--- src/rtl/iee_pkg.sv ---
// shared types and codes for the infix expression evaluator
// no dependencies
package iee_pkg;

    typedef enum logic [2:0] {
        OP_LPAR = 3'd0,
        OP_ADD  = 3'd1,
        OP_SUB  = 3'd2,
        OP_MUL  = 3'd3,
        OP_DIV  = 3'd4,
        OP_POW  = 3'd5
    } t_op;

    typedef enum logic [2:0] {
        ST_OK       = 3'd0,
        ST_OPERAND  = 3'd1,
        ST_LBRACKET = 3'd2,
        ST_EMPTY    = 3'd3,
        ST_LEFTOVER = 3'd4,
        ST_DIVZERO  = 3'd5,
        ST_OVERFLOW = 3'd6,
        ST_BADCHAR  = 3'd7
    } t_status;

    // sequencer states
    typedef enum logic [3:0] {
        S_IDLE,     // wait for a request
        S_CHAR,     // decide what the character does
        S_OPRD,     // operator top read issued
        S_OPCHK,    // look at the operator top
        S_VRD1,     // b arrives, read a
        S_VARG,     // a arrives
        S_MUL,      // multiply or power step
        S_DIV,      // one quotient bit a cycle
        S_PUSHR,    // push result
        S_FINRD,    // read bottom value for answer
        S_FINV,     // answer arrives
        S_DONE      // result held until taken
    } t_state;

    // what the current character asks for while reducing
    typedef enum logic [2:0] {
        M_RPAR,
        M_MULDIV,
        M_ADDSUB,
        M_FINISH
    } t_mode;

    localparam logic [7:0] CH_0     = 8'h30;
    localparam logic [7:0] CH_9     = 8'h39;
    localparam logic [7:0] CH_LPAR  = 8'h28;
    localparam logic [7:0] CH_RPAR  = 8'h29;
    localparam logic [7:0] CH_PLUS  = 8'h2b;
    localparam logic [7:0] CH_MINUS = 8'h2d;
    localparam logic [7:0] CH_STAR  = 8'h2a;
    localparam logic [7:0] CH_SLASH = 8'h2f;
    localparam logic [7:0] CH_CARET = 8'h5e;
    localparam logic [7:0] CH_SPACE = 8'h20;
    localparam logic [7:0] CH_NUL   = 8'h00;

endpackage

--- src/rtl/infix_expression_evaluator.sv ---
// infix expression evaluator: value and operator stacks in block memories
// a character that ends a literal first pushes the literal; + - * / reduce stacked
// operators of equal or higher rank, ) and the zero byte reduce down to the bracket or
// bottom; *, / and ^ iterate (not for a negative exponent); the zero byte reads out
// throughput: one request at a time; the sequencer sets the rate
// reset: synchronous active low, clears counts, error and sequencer; stacks unset
module infix_expression_evaluator import iee_pkg::*; #(
    parameter int STACK_DEPTH = 32
) (
    input  logic               i_clk,
    input  logic               i_rst_n,
    input  logic               i_valid,
    output logic               o_stall,
    input  logic [7:0]         i_character,
    output logic               o_valid,
    input  logic               i_stall,
    output logic signed [31:0] o_answer,
    output logic [2:0]         o_status
);

    localparam int AW = (STACK_DEPTH > 1) ? $clog2(STACK_DEPTH) : 1;
    localparam int CW = $clog2(STACK_DEPTH + 1);
    localparam logic [CW-1:0] DEPTH_C = CW'(STACK_DEPTH);
    localparam logic [CW-1:0] ONE_C = CW'(1);
    localparam logic [CW-1:0] TWO_C = CW'(2);

    // stacks
    logic [31:0] r_vmem [STACK_DEPTH];
    logic [2:0]  r_omem [STACK_DEPTH];
    logic [31:0] r_vrd;
    logic [2:0]  r_ord;
    logic        vwe, vre, owe, ore;
    logic [AW-1:0] vwa, vra, owa, ora;
    logic [31:0] vwd;
    logic [2:0]  owd;

    always_ff @(posedge i_clk) begin
        if (vwe) r_vmem[vwa] <= vwd;
        if (vre) r_vrd <= r_vmem[vra];
        if (owe) r_omem[owa] <= owd;
        if (ore) r_ord <= r_omem[ora];
    end

    t_state r_state, n_state;
    t_mode r_mode, n_mode;
    logic [CW-1:0] r_vcnt, n_vcnt, r_ocnt, n_ocnt;
    logic [31:0] r_acc, n_acc;
    logic r_innum, n_innum;
    t_status r_err, n_err;
    logic [7:0] r_ch, n_ch;
    logic [2:0] r_op, n_op;
    logic [31:0] r_a, n_a, r_b, n_b, r_res, n_res;
    logic [5:0] r_k, n_k;
    logic [31:0] r_rem, n_rem;
    logic r_neg, n_neg;
    logic [31:0] r_ans, n_ans;
    t_status r_st, n_st;
    logic r_flushed, n_flushed;

    always_ff @(posedge i_clk) begin
        if (!i_rst_n) begin
            r_state <= S_IDLE;
            r_vcnt <= '0;
            r_ocnt <= '0;
            r_innum <= 1'b0;
            r_err <= ST_OK;
            r_acc <= '0;
        end else begin
            r_state <= n_state;
            r_vcnt <= n_vcnt;
            r_ocnt <= n_ocnt;
            r_innum <= n_innum;
            r_err <= n_err;
            r_acc <= n_acc;
        end
        r_mode <= n_mode; r_ch <= n_ch; r_op <= n_op;
        r_a <= n_a; r_b <= n_b; r_res <= n_res; r_k <= n_k;
        r_rem <= n_rem; r_neg <= n_neg; r_ans <= n_ans; r_st <= n_st;
        r_flushed <= n_flushed;
    end

    // handshake outputs
    always_comb begin
        o_stall = (r_state != S_IDLE);
        o_valid = (r_state == S_DONE);
        o_answer = r_ans;
        o_status = r_st;
    end

    logic is_digit;
    logic [31:0] b_mag, sub_try;
    logic [32:0] rem_sh;
    logic [63:0] prod;
    assign is_digit = (r_ch >= CH_0) && (r_ch <= CH_9);
    assign b_mag = r_b[31] ? (32'd0 - r_b) : r_b;
    assign rem_sh = {r_rem, r_a[31]};
    assign sub_try = rem_sh[31:0] - r_b;

    // sequencer
    always_comb begin
        n_state = r_state; n_mode = r_mode; n_vcnt = r_vcnt; n_ocnt = r_ocnt;
        n_acc = r_acc; n_innum = r_innum; n_err = r_err; n_ch = r_ch; n_op = r_op;
        n_a = r_a; n_b = r_b; n_res = r_res; n_k = r_k; n_rem = r_rem;
        n_neg = r_neg; n_ans = r_ans; n_st = r_st; n_flushed = r_flushed;
        vwe = 1'b0; vre = 1'b0; owe = 1'b0; ore = 1'b0;
        vwa = '0; vra = '0; owa = '0; ora = '0; vwd = '0; owd = '0;
        prod = '0;
        case (r_state)
            S_IDLE: begin
                if (i_valid) begin
                    n_ch = i_character;
                    n_flushed = 1'b0;
                    n_state = S_CHAR;
                end
            end
            S_CHAR: begin
                if (r_ch != CH_NUL && r_err != ST_OK) begin
                    n_state = S_IDLE;
                end else if (r_ch == CH_NUL && r_err != ST_OK) begin
                    n_ans = '0; n_st = r_err; n_state = S_DONE;
                end else if (is_digit) begin
                    n_acc = r_innum ? 32'(r_acc * 32'd10 + 32'(r_ch - CH_0))
                                    : 32'(r_ch - CH_0);
                    n_innum = 1'b1;
                    n_state = S_IDLE;
                end else if (r_innum && !r_flushed) begin
                    // flush the literal first
                    n_innum = 1'b0;
                    n_flushed = 1'b1;
                    if (r_vcnt >= DEPTH_C) begin
                        n_err = ST_OVERFLOW;
                        if (r_ch == CH_NUL) begin
                            n_ans = '0; n_st = ST_OVERFLOW; n_state = S_DONE;
                        end else n_state = S_IDLE;
                    end else begin
                        vwe = 1'b1; vwa = AW'(r_vcnt); vwd = r_acc;
                        n_vcnt = r_vcnt + ONE_C;
                    end
                end else begin
                    n_flushed = 1'b1;
                    case (r_ch)
                        CH_SPACE: n_state = S_IDLE;
                        CH_LPAR, CH_CARET: begin
                            if (r_ocnt >= DEPTH_C) n_err = ST_OVERFLOW;
                            else begin
                                owe = 1'b1; owa = AW'(r_ocnt);
                                owd = (r_ch == CH_LPAR) ? OP_LPAR : OP_POW;
                                n_ocnt = r_ocnt + ONE_C;
                            end
                            n_state = S_IDLE;
                        end
                        CH_RPAR, CH_STAR, CH_SLASH, CH_PLUS, CH_MINUS, CH_NUL: begin
                            case (r_ch)
                                CH_RPAR:  n_mode = M_RPAR;
                                CH_STAR, CH_SLASH: n_mode = M_MULDIV;
                                CH_PLUS, CH_MINUS: n_mode = M_ADDSUB;
                                default:  n_mode = M_FINISH;
                            endcase
                            n_state = S_OPRD;
                        end
                        default: begin
                            n_err = ST_BADCHAR;
                            n_state = S_IDLE;
                        end
                    endcase
                end
            end
            S_OPRD: begin
                if (r_ocnt == '0) begin
                    case (r_mode)
                        M_RPAR: begin n_err = ST_LBRACKET; n_state = S_IDLE; end
                        M_FINISH: begin
                            if (r_vcnt == '0) begin
                                n_ans = '0; n_st = ST_EMPTY; n_state = S_DONE;
                            end else if (r_vcnt > ONE_C) begin
                                n_ans = '0; n_st = ST_LEFTOVER; n_state = S_DONE;
                            end else begin
                                vre = 1'b1; vra = '0; n_state = S_FINRD;
                            end
                        end
                        default: begin
                            // push the new operator
                            if (r_ocnt >= DEPTH_C) n_err = ST_OVERFLOW;
                            else begin
                                owe = 1'b1; owa = AW'(r_ocnt);
                                case (r_ch)
                                    CH_STAR:  owd = OP_MUL;
                                    CH_SLASH: owd = OP_DIV;
                                    CH_PLUS:  owd = OP_ADD;
                                    default:  owd = OP_SUB;
                                endcase
                                n_ocnt = r_ocnt + ONE_C;
                            end
                            n_state = S_IDLE;
                        end
                    endcase
                end else begin
                    ore = 1'b1; ora = AW'(r_ocnt - ONE_C);
                    n_state = S_OPCHK;
                end
            end
            S_OPCHK: begin
                n_op = r_ord;
                if ((r_mode == M_MULDIV && r_ord < OP_MUL) ||
                    (r_mode == M_ADDSUB && r_ord == OP_LPAR)) begin
                    // stop reducing, push the new operator
                    if (r_ocnt >= DEPTH_C) n_err = ST_OVERFLOW;
                    else begin
                        owe = 1'b1; owa = AW'(r_ocnt);
                        case (r_ch)
                            CH_STAR:  owd = OP_MUL;
                            CH_SLASH: owd = OP_DIV;
                            CH_PLUS:  owd = OP_ADD;
                            default:  owd = OP_SUB;
                        endcase
                        n_ocnt = r_ocnt + ONE_C;
                    end
                    n_state = S_IDLE;
                end else begin
                    n_ocnt = r_ocnt - ONE_C;
                    if (r_ord == OP_LPAR) begin
                        n_state = (r_mode == M_RPAR) ? S_IDLE : S_OPRD;
                    end else if (r_vcnt < TWO_C) begin
                        n_err = ST_OPERAND;
                        if (r_mode == M_FINISH) begin
                            n_ans = '0; n_st = ST_OPERAND; n_state = S_DONE;
                        end else n_state = S_IDLE;
                    end else begin
                        vre = 1'b1; vra = AW'(r_vcnt - ONE_C);
                        n_state = S_VRD1;
                    end
                end
            end
            S_VRD1: begin
                // b arrives, read a
                n_b = r_vrd;
                vre = 1'b1; vra = AW'(r_vcnt - TWO_C);
                n_state = S_VARG;
            end
            S_VARG: begin
                n_a = r_vrd;
                n_vcnt = r_vcnt - TWO_C;
                n_k = '0;
                case (t_op'(r_op))
                    OP_ADD: begin n_res = r_vrd + r_b; n_state = S_PUSHR; end
                    OP_SUB: begin n_res = r_vrd - r_b; n_state = S_PUSHR; end
                    OP_MUL: begin
                        n_res = '0; n_state = S_MUL;
                    end
                    OP_DIV: begin
                        if (r_b == '0) begin
                            n_err = ST_DIVZERO;
                            if (r_mode == M_FINISH) begin
                                n_ans = '0; n_st = ST_DIVZERO; n_state = S_DONE;
                            end else n_state = S_IDLE;
                        end else begin
                            n_neg = r_vrd[31] ^ r_b[31];
                            n_a = r_vrd[31] ? (32'd0 - r_vrd) : r_vrd;
                            n_b = b_mag; n_rem = '0; n_state = S_DIV;
                        end
                    end
                    default: begin
                        // power: negative exponent special cases
                        if (r_b[31]) begin
                            if (r_vrd == 32'd1) n_res = 32'd1;
                            else if (r_vrd == 32'hffff_ffff)
                                n_res = r_b[0] ? 32'hffff_ffff : 32'd1;
                            else n_res = '0;
                            n_state = S_PUSHR;
                        end else begin
                            n_res = 32'd1; n_state = S_MUL;
                        end
                    end
                endcase
            end
            S_MUL: begin
                // multiply: shift-add over b; power: square and multiply
                n_k = r_k + 6'd1;
                if (r_op == OP_MUL) begin
                    if (r_b[r_k[4:0]]) n_res = r_res + (r_a << r_k[4:0]);
                end else begin
                    if (r_k[0] == 1'b0) begin
                        if (r_b[0]) begin
                            prod = r_res * r_a; n_res = prod[31:0];
                        end
                    end else begin
                        prod = r_a * r_a; n_a = prod[31:0];
                        n_b = r_b >> 1;
                    end
                end
                if ((r_op == OP_MUL && r_k == 6'd31) ||
                    (r_op != OP_MUL && r_k == 6'd61)) n_state = S_PUSHR;
            end
            S_DIV: begin
                n_a = r_a << 1;
                if (rem_sh >= {1'b0, r_b}) begin
                    n_rem = sub_try; n_res = {r_res[30:0], 1'b1};
                end else begin
                    n_rem = rem_sh[31:0]; n_res = {r_res[30:0], 1'b0};
                end
                n_k = r_k + 6'd1;
                if (r_k == 6'd31) n_state = S_PUSHR;
            end
            S_PUSHR: begin
                // vcnt is at most depth minus two here, so the push always fits
                vwe = 1'b1; vwa = AW'(r_vcnt);
                vwd = (r_op == OP_DIV && r_neg) ? (32'd0 - r_res) : r_res;
                n_vcnt = r_vcnt + ONE_C;
                n_state = (r_mode == M_RPAR || r_mode == M_FINISH ||
                           r_mode == M_MULDIV || r_mode == M_ADDSUB) ? S_OPRD : S_IDLE;
            end
            S_FINRD: n_state = S_FINV;
            S_FINV: begin
                n_ans = r_vrd; n_st = ST_OK; n_state = S_DONE;
            end
            S_DONE: begin
                if (!i_stall) begin
                    n_state = S_IDLE;
                    n_vcnt = '0; n_ocnt = '0; n_acc = '0; n_innum = 1'b0;
                    n_err = ST_OK;
                end
            end
            default: n_state = S_IDLE;
        endcase
    end

endmodule

--- config.mk ---
export PLATFORM = sky130hd
export DESIGN_NAME = infix_expression_evaluator
export DESIGN_NICKNAME = d
export VERILOG_FILES = /design/src/rtl/iee_pkg.sv /design/src/rtl/infix_expression_evaluator.sv
export SDC_FILE = /design/constraint.sdc
export NUM_CORES = 2
export LEC_CHECK = 0
export ABC_CLOCK_PERIOD_IN_PS = 19000
export CAP_MARGIN = 40
export CORE_UTILIZATION = 70
export CTS_CLUSTER_SIZE = 28
export DETAILED_ROUTE_END_ITERATION = 10
export DONT_BUFFER_PORTS = 1
export PLACE_DENSITY = 0.95
export SLEW_MARGIN = 20
export SYNTH_ARGS = -nofsm -noshare
export SYNTH_HDL_FRONTEND = slang
export SYNTH_SLANG_ARGS = --single-unit
--- constraint.sdc ---
create_clock -name i_clk -period 19 [get_ports i_clk]
set_input_delay 0.95 -clock i_clk [delete_from_list [all_inputs] [get_ports i_clk]]
set_output_delay 0.95 -clock i_clk [all_outputs]
set_load 0.01 [all_outputs]
# Word level (Yosys, flattened, before mapping)

Memories as Yosys holds them, arrays and structs flattened. A register that Yosys moved wholly into a read port is not among the register bits.
Index checks and enable logic that the tools add are counted.

Flip-flop bits (word level): 237
Bits in writable memories: 1,120
Input bits: 12
Output and inout port bits: 37
Word-level logic and storage cells: 401
Memories: 2

$add $sub $neg: 15
Multiply operators: 3
$lt $le $gt $ge: 9
Equality and inequality tests: 73
Shifts and indexed selects: 1
Multiplexer cells: 213
Bitwise operators: 6
Reduce and logical (&&, ||, !) cells: 60

Memory list:

| memory | words | bits a word | read ports | clocked after memory_dff | write ports | RTL line                         | source |
|---|---|---|---|---|---|---|---|
| r_vmem | 32    | 32          | 1          | 1                        | 1           | infix_expression_evaluator.sv:28 | `logic [31:0] r_vmem [STACK_DEPTH];` |
| r_omem | 32    | 3           | 1          | 1                        | 1           | infix_expression_evaluator.sv:29 | `logic [2:0] r_omem [STACK_DEPTH];` |

Operators by type and width:

| operator              | number |
|---|---|
| $mux 32               | 48 |
| $pmux 32 s3           | 3 |
| $pmux 32 s2           | 3 |
| $pmux 32 s5           | 1 |
| $pmux 32 s4           | 1 |
| $mux 3                | 41 |
| $add 32x32->32        | 3 |
| $sub 1x32->32 const A | 3 |
| $mux 5                | 19 |
| $mux 6                | 15 |
| $mux 4                | 18 |
| $mul 32x32->32        | 2 |
| $sub 32x32->32        | 2 |
| $eq 8x6->1 const B    | 7 |
| $ne 2x2->1 const B    | 27 |
| $pmux 4 s12           | 1 |
| $pmux 6 s4            | 2 |
| $ne 3x3->1 const B    | 13 |
| $mux 1                | 38 |
| $ge 33x32->1          | 1 |
| $eq 32x1->1 const B   | 1 |
| $eq 32x32->1 const B  | 1 |
| $logic_not 32->1      | 1 |
| $mul 32x3->31 const B | 1 |
| 64 further kinds      | 128 |

# Longest topological paths before layout

Depth in word-level cells: 10
Depth in mapped cells: 29
Gate-level depth less buffers: 27

# Worst setup path before layout

OpenSTA, ideal clock, no wires.

Path kind: reg-to-reg
Start: register r_a[2]
End: register r_a[28] (data pin)
Library setup time: 0.267 ns
Arrival time: 7.100 ns
Data required time: 18.733 ns
Path slack: 11.632 ns
Stages on the path, launching flop included: 25
Path buffers: 3
Clock period less this slack: 7.368 ns
Cell sequence: edfxtp_1 clkbuf_1 clkbuf_1 clkbuf_1 nand2_1 fa_1 fa_1 fa_1 fa_1 inv_1 fa_1 inv_1 fa_1 inv_1 fa_1 fa_1 ha_1 a21oi_1 o21ai_0 or3_1 o21ai_1 o21ai_0 and3_1 a2111oi_0 o21ai_1

Cells in the longest elaborated chain, start to end: 4

RTL lines:

| what                   | RTL line                          | source |
|---|---|---|
| start, declared        | infix_expression_evaluator.sv:52  | `logic [31:0] r_a, n_a, r_b, n_b, r_res, n_res;` |
| start signal, assigned | infix_expression_evaluator.sv:77  | `r_a <= n_a; r_b <= n_b; r_res <= n_res; r_k <= n_k;` |
| $mul 32x32->32         | infix_expression_evaluator.sv:287 | `prod = r_a * r_a; n_a = prod[31:0];` |
| $mux 32                | infix_expression_evaluator.sv:282 | `if (r_k[0] == 1'b0) begin` |
| $mux 32                | infix_expression_evaluator.sv:279 | `if (r_op == OP_MUL) begin` |
| $pmux 32 s3            | infix_expression_evaluator.sv:108 | `case (r_state)` |
| named net n_a[28]      | infix_expression_evaluator.sv:52  |  |

The timed path passes the listed nets, and every way through them passes these cells. The select of a mux whose other input is x is not followed.
A chain may end at the register's enable or synchronous reset.

# Worst setup path after layout

Start: register r_a[6]
End: register r_res[25] (data pin)

Cells in the longest elaborated chain, start to end: 5
Elaborated cells on any way between the ends: 8
Those cells by class: add/sub: 1; mul: 1; shift: 1; mux: 5

RTL lines:

| what                                                   | RTL line |
|---|---|
| $mul 32x32->32 / $shl 32x5->32 (equally long branches) | infix_expression_evaluator.sv:284, infix_expression_evaluator.sv:280 |
| $mux 32 / $add 32x32->32 (equally long branches)       | infix_expression_evaluator.sv:283, infix_expression_evaluator.sv:280 |
| $mux 32 (on tied branches)                             | infix_expression_evaluator.sv:282, infix_expression_evaluator.sv:280 |
| $mux 32 *                                              | infix_expression_evaluator.sv:279 |
| $pmux 32 s3 *                                          | infix_expression_evaluator.sv:108 |
| named net n_res[25]                                    | infix_expression_evaluator.sv:52 |
| end signal, assigned                                   | infix_expression_evaluator.sv:77 |
| end, declared                                          | infix_expression_evaluator.sv:52 |

The timed path passes the listed nets; every way through them passes the cells marked *. The select of a mux whose other input is x is not followed.

==> metrics.md <==
| Metric | Value |
|---|---|
| Status | `finished, final reports clean` |
| CTS buffer count | `133` |
| Worst min-delay path class | `primary input to register` |
| First-pass GRT wire length | `462000 microns` |
| Primary FF master, synth | `edfxtp_1` |
| RSZ-0062 raised after global routing | `no` |
| Max Cap Violations | `0` |
| Max FO, Critical Path | `35` |
| Post-CTS Repair Setup Buffers | `0` |
| Syn Std Cell Area | `99500 sq um` |
| Number of synthesized flops with an enable pin | `1339` |
| Mux contribution to synthesized area | `11.7%` |
| Clk buf depth | `3` |
| Top-area cell type share of the netlist area | `40.4%` |
| Skew-Pair Late Insertion Delay | `830 ps` |
| Core ar. | `140000 sq um` |
| Final worst path period share | `43.3%` |
| Slew @ Worst Pin | `1480 ps` |
| Total wire length | `321000 microns` |
| Layout cells sized above 1 | `7.15%` |
| Post-Synth Simple-Gate Area | `9.29%` |
| Setup tns final | `0 ps` |
| Number of antenna violations at the first check in global routing | `19` |
| Largest area contributor in the netlist | `edfxtp_1` |
| LEAKAGE | `0.0416 uW` |
| Drt pass-1 iters | `8` |
| Req. time, crit path | `19480 ps` |
| Ranking of synthesized cells by area | `edfxtp_1, fa_1, mux2i_1, ha_1, inv_1` |
| Clk pwr share | `44.2%` |
| Number of vias per cell | `7.01` |
| Average cell area after synthesis | `11.7 sq um` |
| Largest family of logic cells by synthesized area | `adder cells` |
| Area of the multi-input gates | `53300 sq um` |
| Post-synthesis adder-cell area fraction | `21.4%` |
| Row count | `137` |
| Worst r2r src | `r_a[6]` |
| Reg clk slew, reported paths | `60 ps` |
| CP endpoint kind | `register` |
| Full die area | `144000 sq um` |
| Gate Count Post-Synth | `8509` |
| Finish-stage setup viols | `0` |
| Die X | `379 microns` |
| Root Driver | `clkbuf_16` |
| Fin Clk Skew | `75.6 ps` |
| DP Wirelength | `200000 microns` |
| Vias post-DR | `72900` |
| Die Span Y | `379 microns` |
| Distinct cells, synth | `96` |
| CTS H-tree depth | `4` |
| Register area share after synthesis | `41.4%` |
| Vias in the first global route | `74200` |
| Critical Path AT | `8710 ps` |
| Area Growth Syn to Fin | `7.32%` |
| Register Area | `41300 sq um` |
| Synth Area in Compound Gates | `7.17%` |
| Hold Buf Count CTS | `0` |
| Number of synthesized register bits | `1391` |
| Final Critical Period | `8230 ps` |
| Total power | `6270 uW` |
| Final hold violation count | `0` |
| NetSw | `1430 uW` |
| Io pins | `49` |
| Filler cells | `8263` |
| Port bufs | `0` |
| FFs w/ async S/R, synth | `0%` |
| Hold_sp | `i_character[1]` |
| Peak supply drop | `0.114 mV` |
| Setup CP Type | `register to register` |
| Routability Congestion | `1.01` |
| CP Launch Type | `register` |
| Largest net degree at the start of global routing | `129` |
| FMAX | `121 MHz` |
| Internal | `4850 uW` |
| DR WL/cell | `30.9 microns` |
| Final Max Slew Viols | `0` |
| CTS tree | `yes` |
| CP Launch Point | `r_a[6]` |
| Yosys warning count | `0` |
| Syn_nets | `9756` |
| Post-Synth XOR/XNOR Area | `3.36%` |
| Switching Fraction | `22.7%` |
| PwrDens | `58.7 nW/um^2` |
| Antenna-violating nets left | `0` |
| Clk sinks | `1391` |
| Slew headroom | `1.28%` |
| Post-CTS Resized | `0` |
| Share of power burned in registers | `53.4%` |
| Logic gate share of total power | `2.4%` |
| Initial DRC Count | `10600` |
| Initial core utilization | `71.0%` |
| GRT Overall Usage | `44.2%` |
| Fin nets | `9663` |
| Remaining DRCs | `0` |
| GRT overflow | `0` |
## logic make-up (layout without fill, tap and decap cells)
family | after synthesis | in the layout
compound gates | 1115 | 1115
xor+xnor | 382 | 382
fa+ha+maj | 1236 | 1236
buf+inv | 1368 | 1376
flops | 1391 | 1391
mux | 1115 | 1115
other cells | 0 | 11
simple gates | 1902 | 1902
## Yosys cell counts (all sizes together) (11+ instances only)
master	n
nor2b	35
a211oi	52
dfxtp	52
edfxtp	1339
a21oi	292
nor3	87
fa	780
a21o	92
and2	429
or3	45
o41ai	11
o211ai	21
mux2i	1035
mux2	44
a31oi	26
clkbuf	324
xnor2	270
o221ai	28
and3	57
nor2	398
buf	125
nand2	625
nand2b	40
a2111oi	14
a211o	17
nor4	22
o21bai	18
o31ai	28
nand3	83
o21ai	291
or2	13
a22oi	44
ha	455
o21a	53
mux4	36
inv	914
xor2	112
nand4	31
o22ai	23
## layout by cell type (no fill, tap or decap), types with 25 or more instances in the layout
cell type     n
clkinv_1     36
or3_1        43
nand4_1      31
nor2_1      360
ha_1        455
a211oi_1     51
o21a_1       53
mux2_2       44
o21ai_1      48
fa_1        780
inv_1       912
nor2b_1      35
a21o_1       92
nand2_1     623
nand3_1      82
o31ai_1      28
o221ai_1     28
o21ai_0     210
xnor2_1     270
a21oi_1     289
and3_1       57
nor3_1       80
dfxtp_1      51
edfxtp_1   1339
and2_1      429
xor2_1      112
nor2_4       34
nand2b_1     40
mux4_2       36
a22oi_1      44
buf_4       173
mux2i_1    1035
clkbuf_16   135
a31oi_1      25
## per-stage QoR
step	setup WS (ps)	area, sq um	hold slack [ps]	util [%]	instances
2_1_floorplan	11630	99500	466	-	8509
3_3_place_gp	10950	102000	480	72.5	10100
3_5_place_dp	10930	102000	500	72.9	10100
4_1_cts	10890	106000	229	75.9	10400
5_1_grt	10530	107000	255	76.2	10400
6_report	10770	107000	259	76.2	10400
## metal layers
layer	vias to the layer above	global-route usage (%)	wire, microns
li1	29400	-	-
met1	35300	52.0	103000
met2	6321	69.4	146000
met3	1899	12.1	41600
met4	16	33.3	30300
met5	-	0	107
## path summary, 6_finish.rpt
| kind | end | depth (start not counted) | slack (ps) |
|---|---|---|---|
| min reg2reg | r_acc[31] | 2 | 520 |
| min | r_ch[1] | 0 | 260 |
| max reg2reg | r_res[25] | 20 | 10770 |
| max | r_res[25] | 20 | 10770 |
## final cells by class
cell class	count	share of cell area, %
inverter	919	3.23
antenna	11	0.0258
tap	1876	2.20
clock buffer	158	3.25
clock inverter	78	0.764
multi-input combinational	5750	49.9
timing repair buffer	221	2.01
sequential	1391	38.6
## power groups by stage
stage	sequential (uW)	combinational, uW	clock (uW)
2_1_floorplan	3410	101	0
3_3_place_gp	3410	140	0
3_5_place_dp	3410	145	0
4_1_cts	3350	147	2720
5_1_grt	3350	162	2840
6_report	3350	153	2770
## sequential cells by signal (all words and copies together), names as in the netlist, 8 cells and up
name and flops:
r_rem 32, r_b 32, r_res 32, r_a 32, r_omem 96, r_vrd 32, o_answer 32, r_acc 32
r_ch 8, r_vmem 1024
## worst max-delay path: stages, from the launching register on
cell	delay (ps)
edfxtp_1	670
buf_4	510
and2_1	240
fa_1	450
fa_1	490
fa_1	520
inv_1	50
fa_1	500
inv_1	70
fa_1	500
fa_1	610
fa_1	460
fa_1	470
ha_1	410
nand3_1	200
o41ai_1	820
a21o_1	250
xnor2_1	160
nor2_1	80
a2111oi_0	330
o21ai_1	140
No activity file was read; power rests on OpenSTA's default activity.
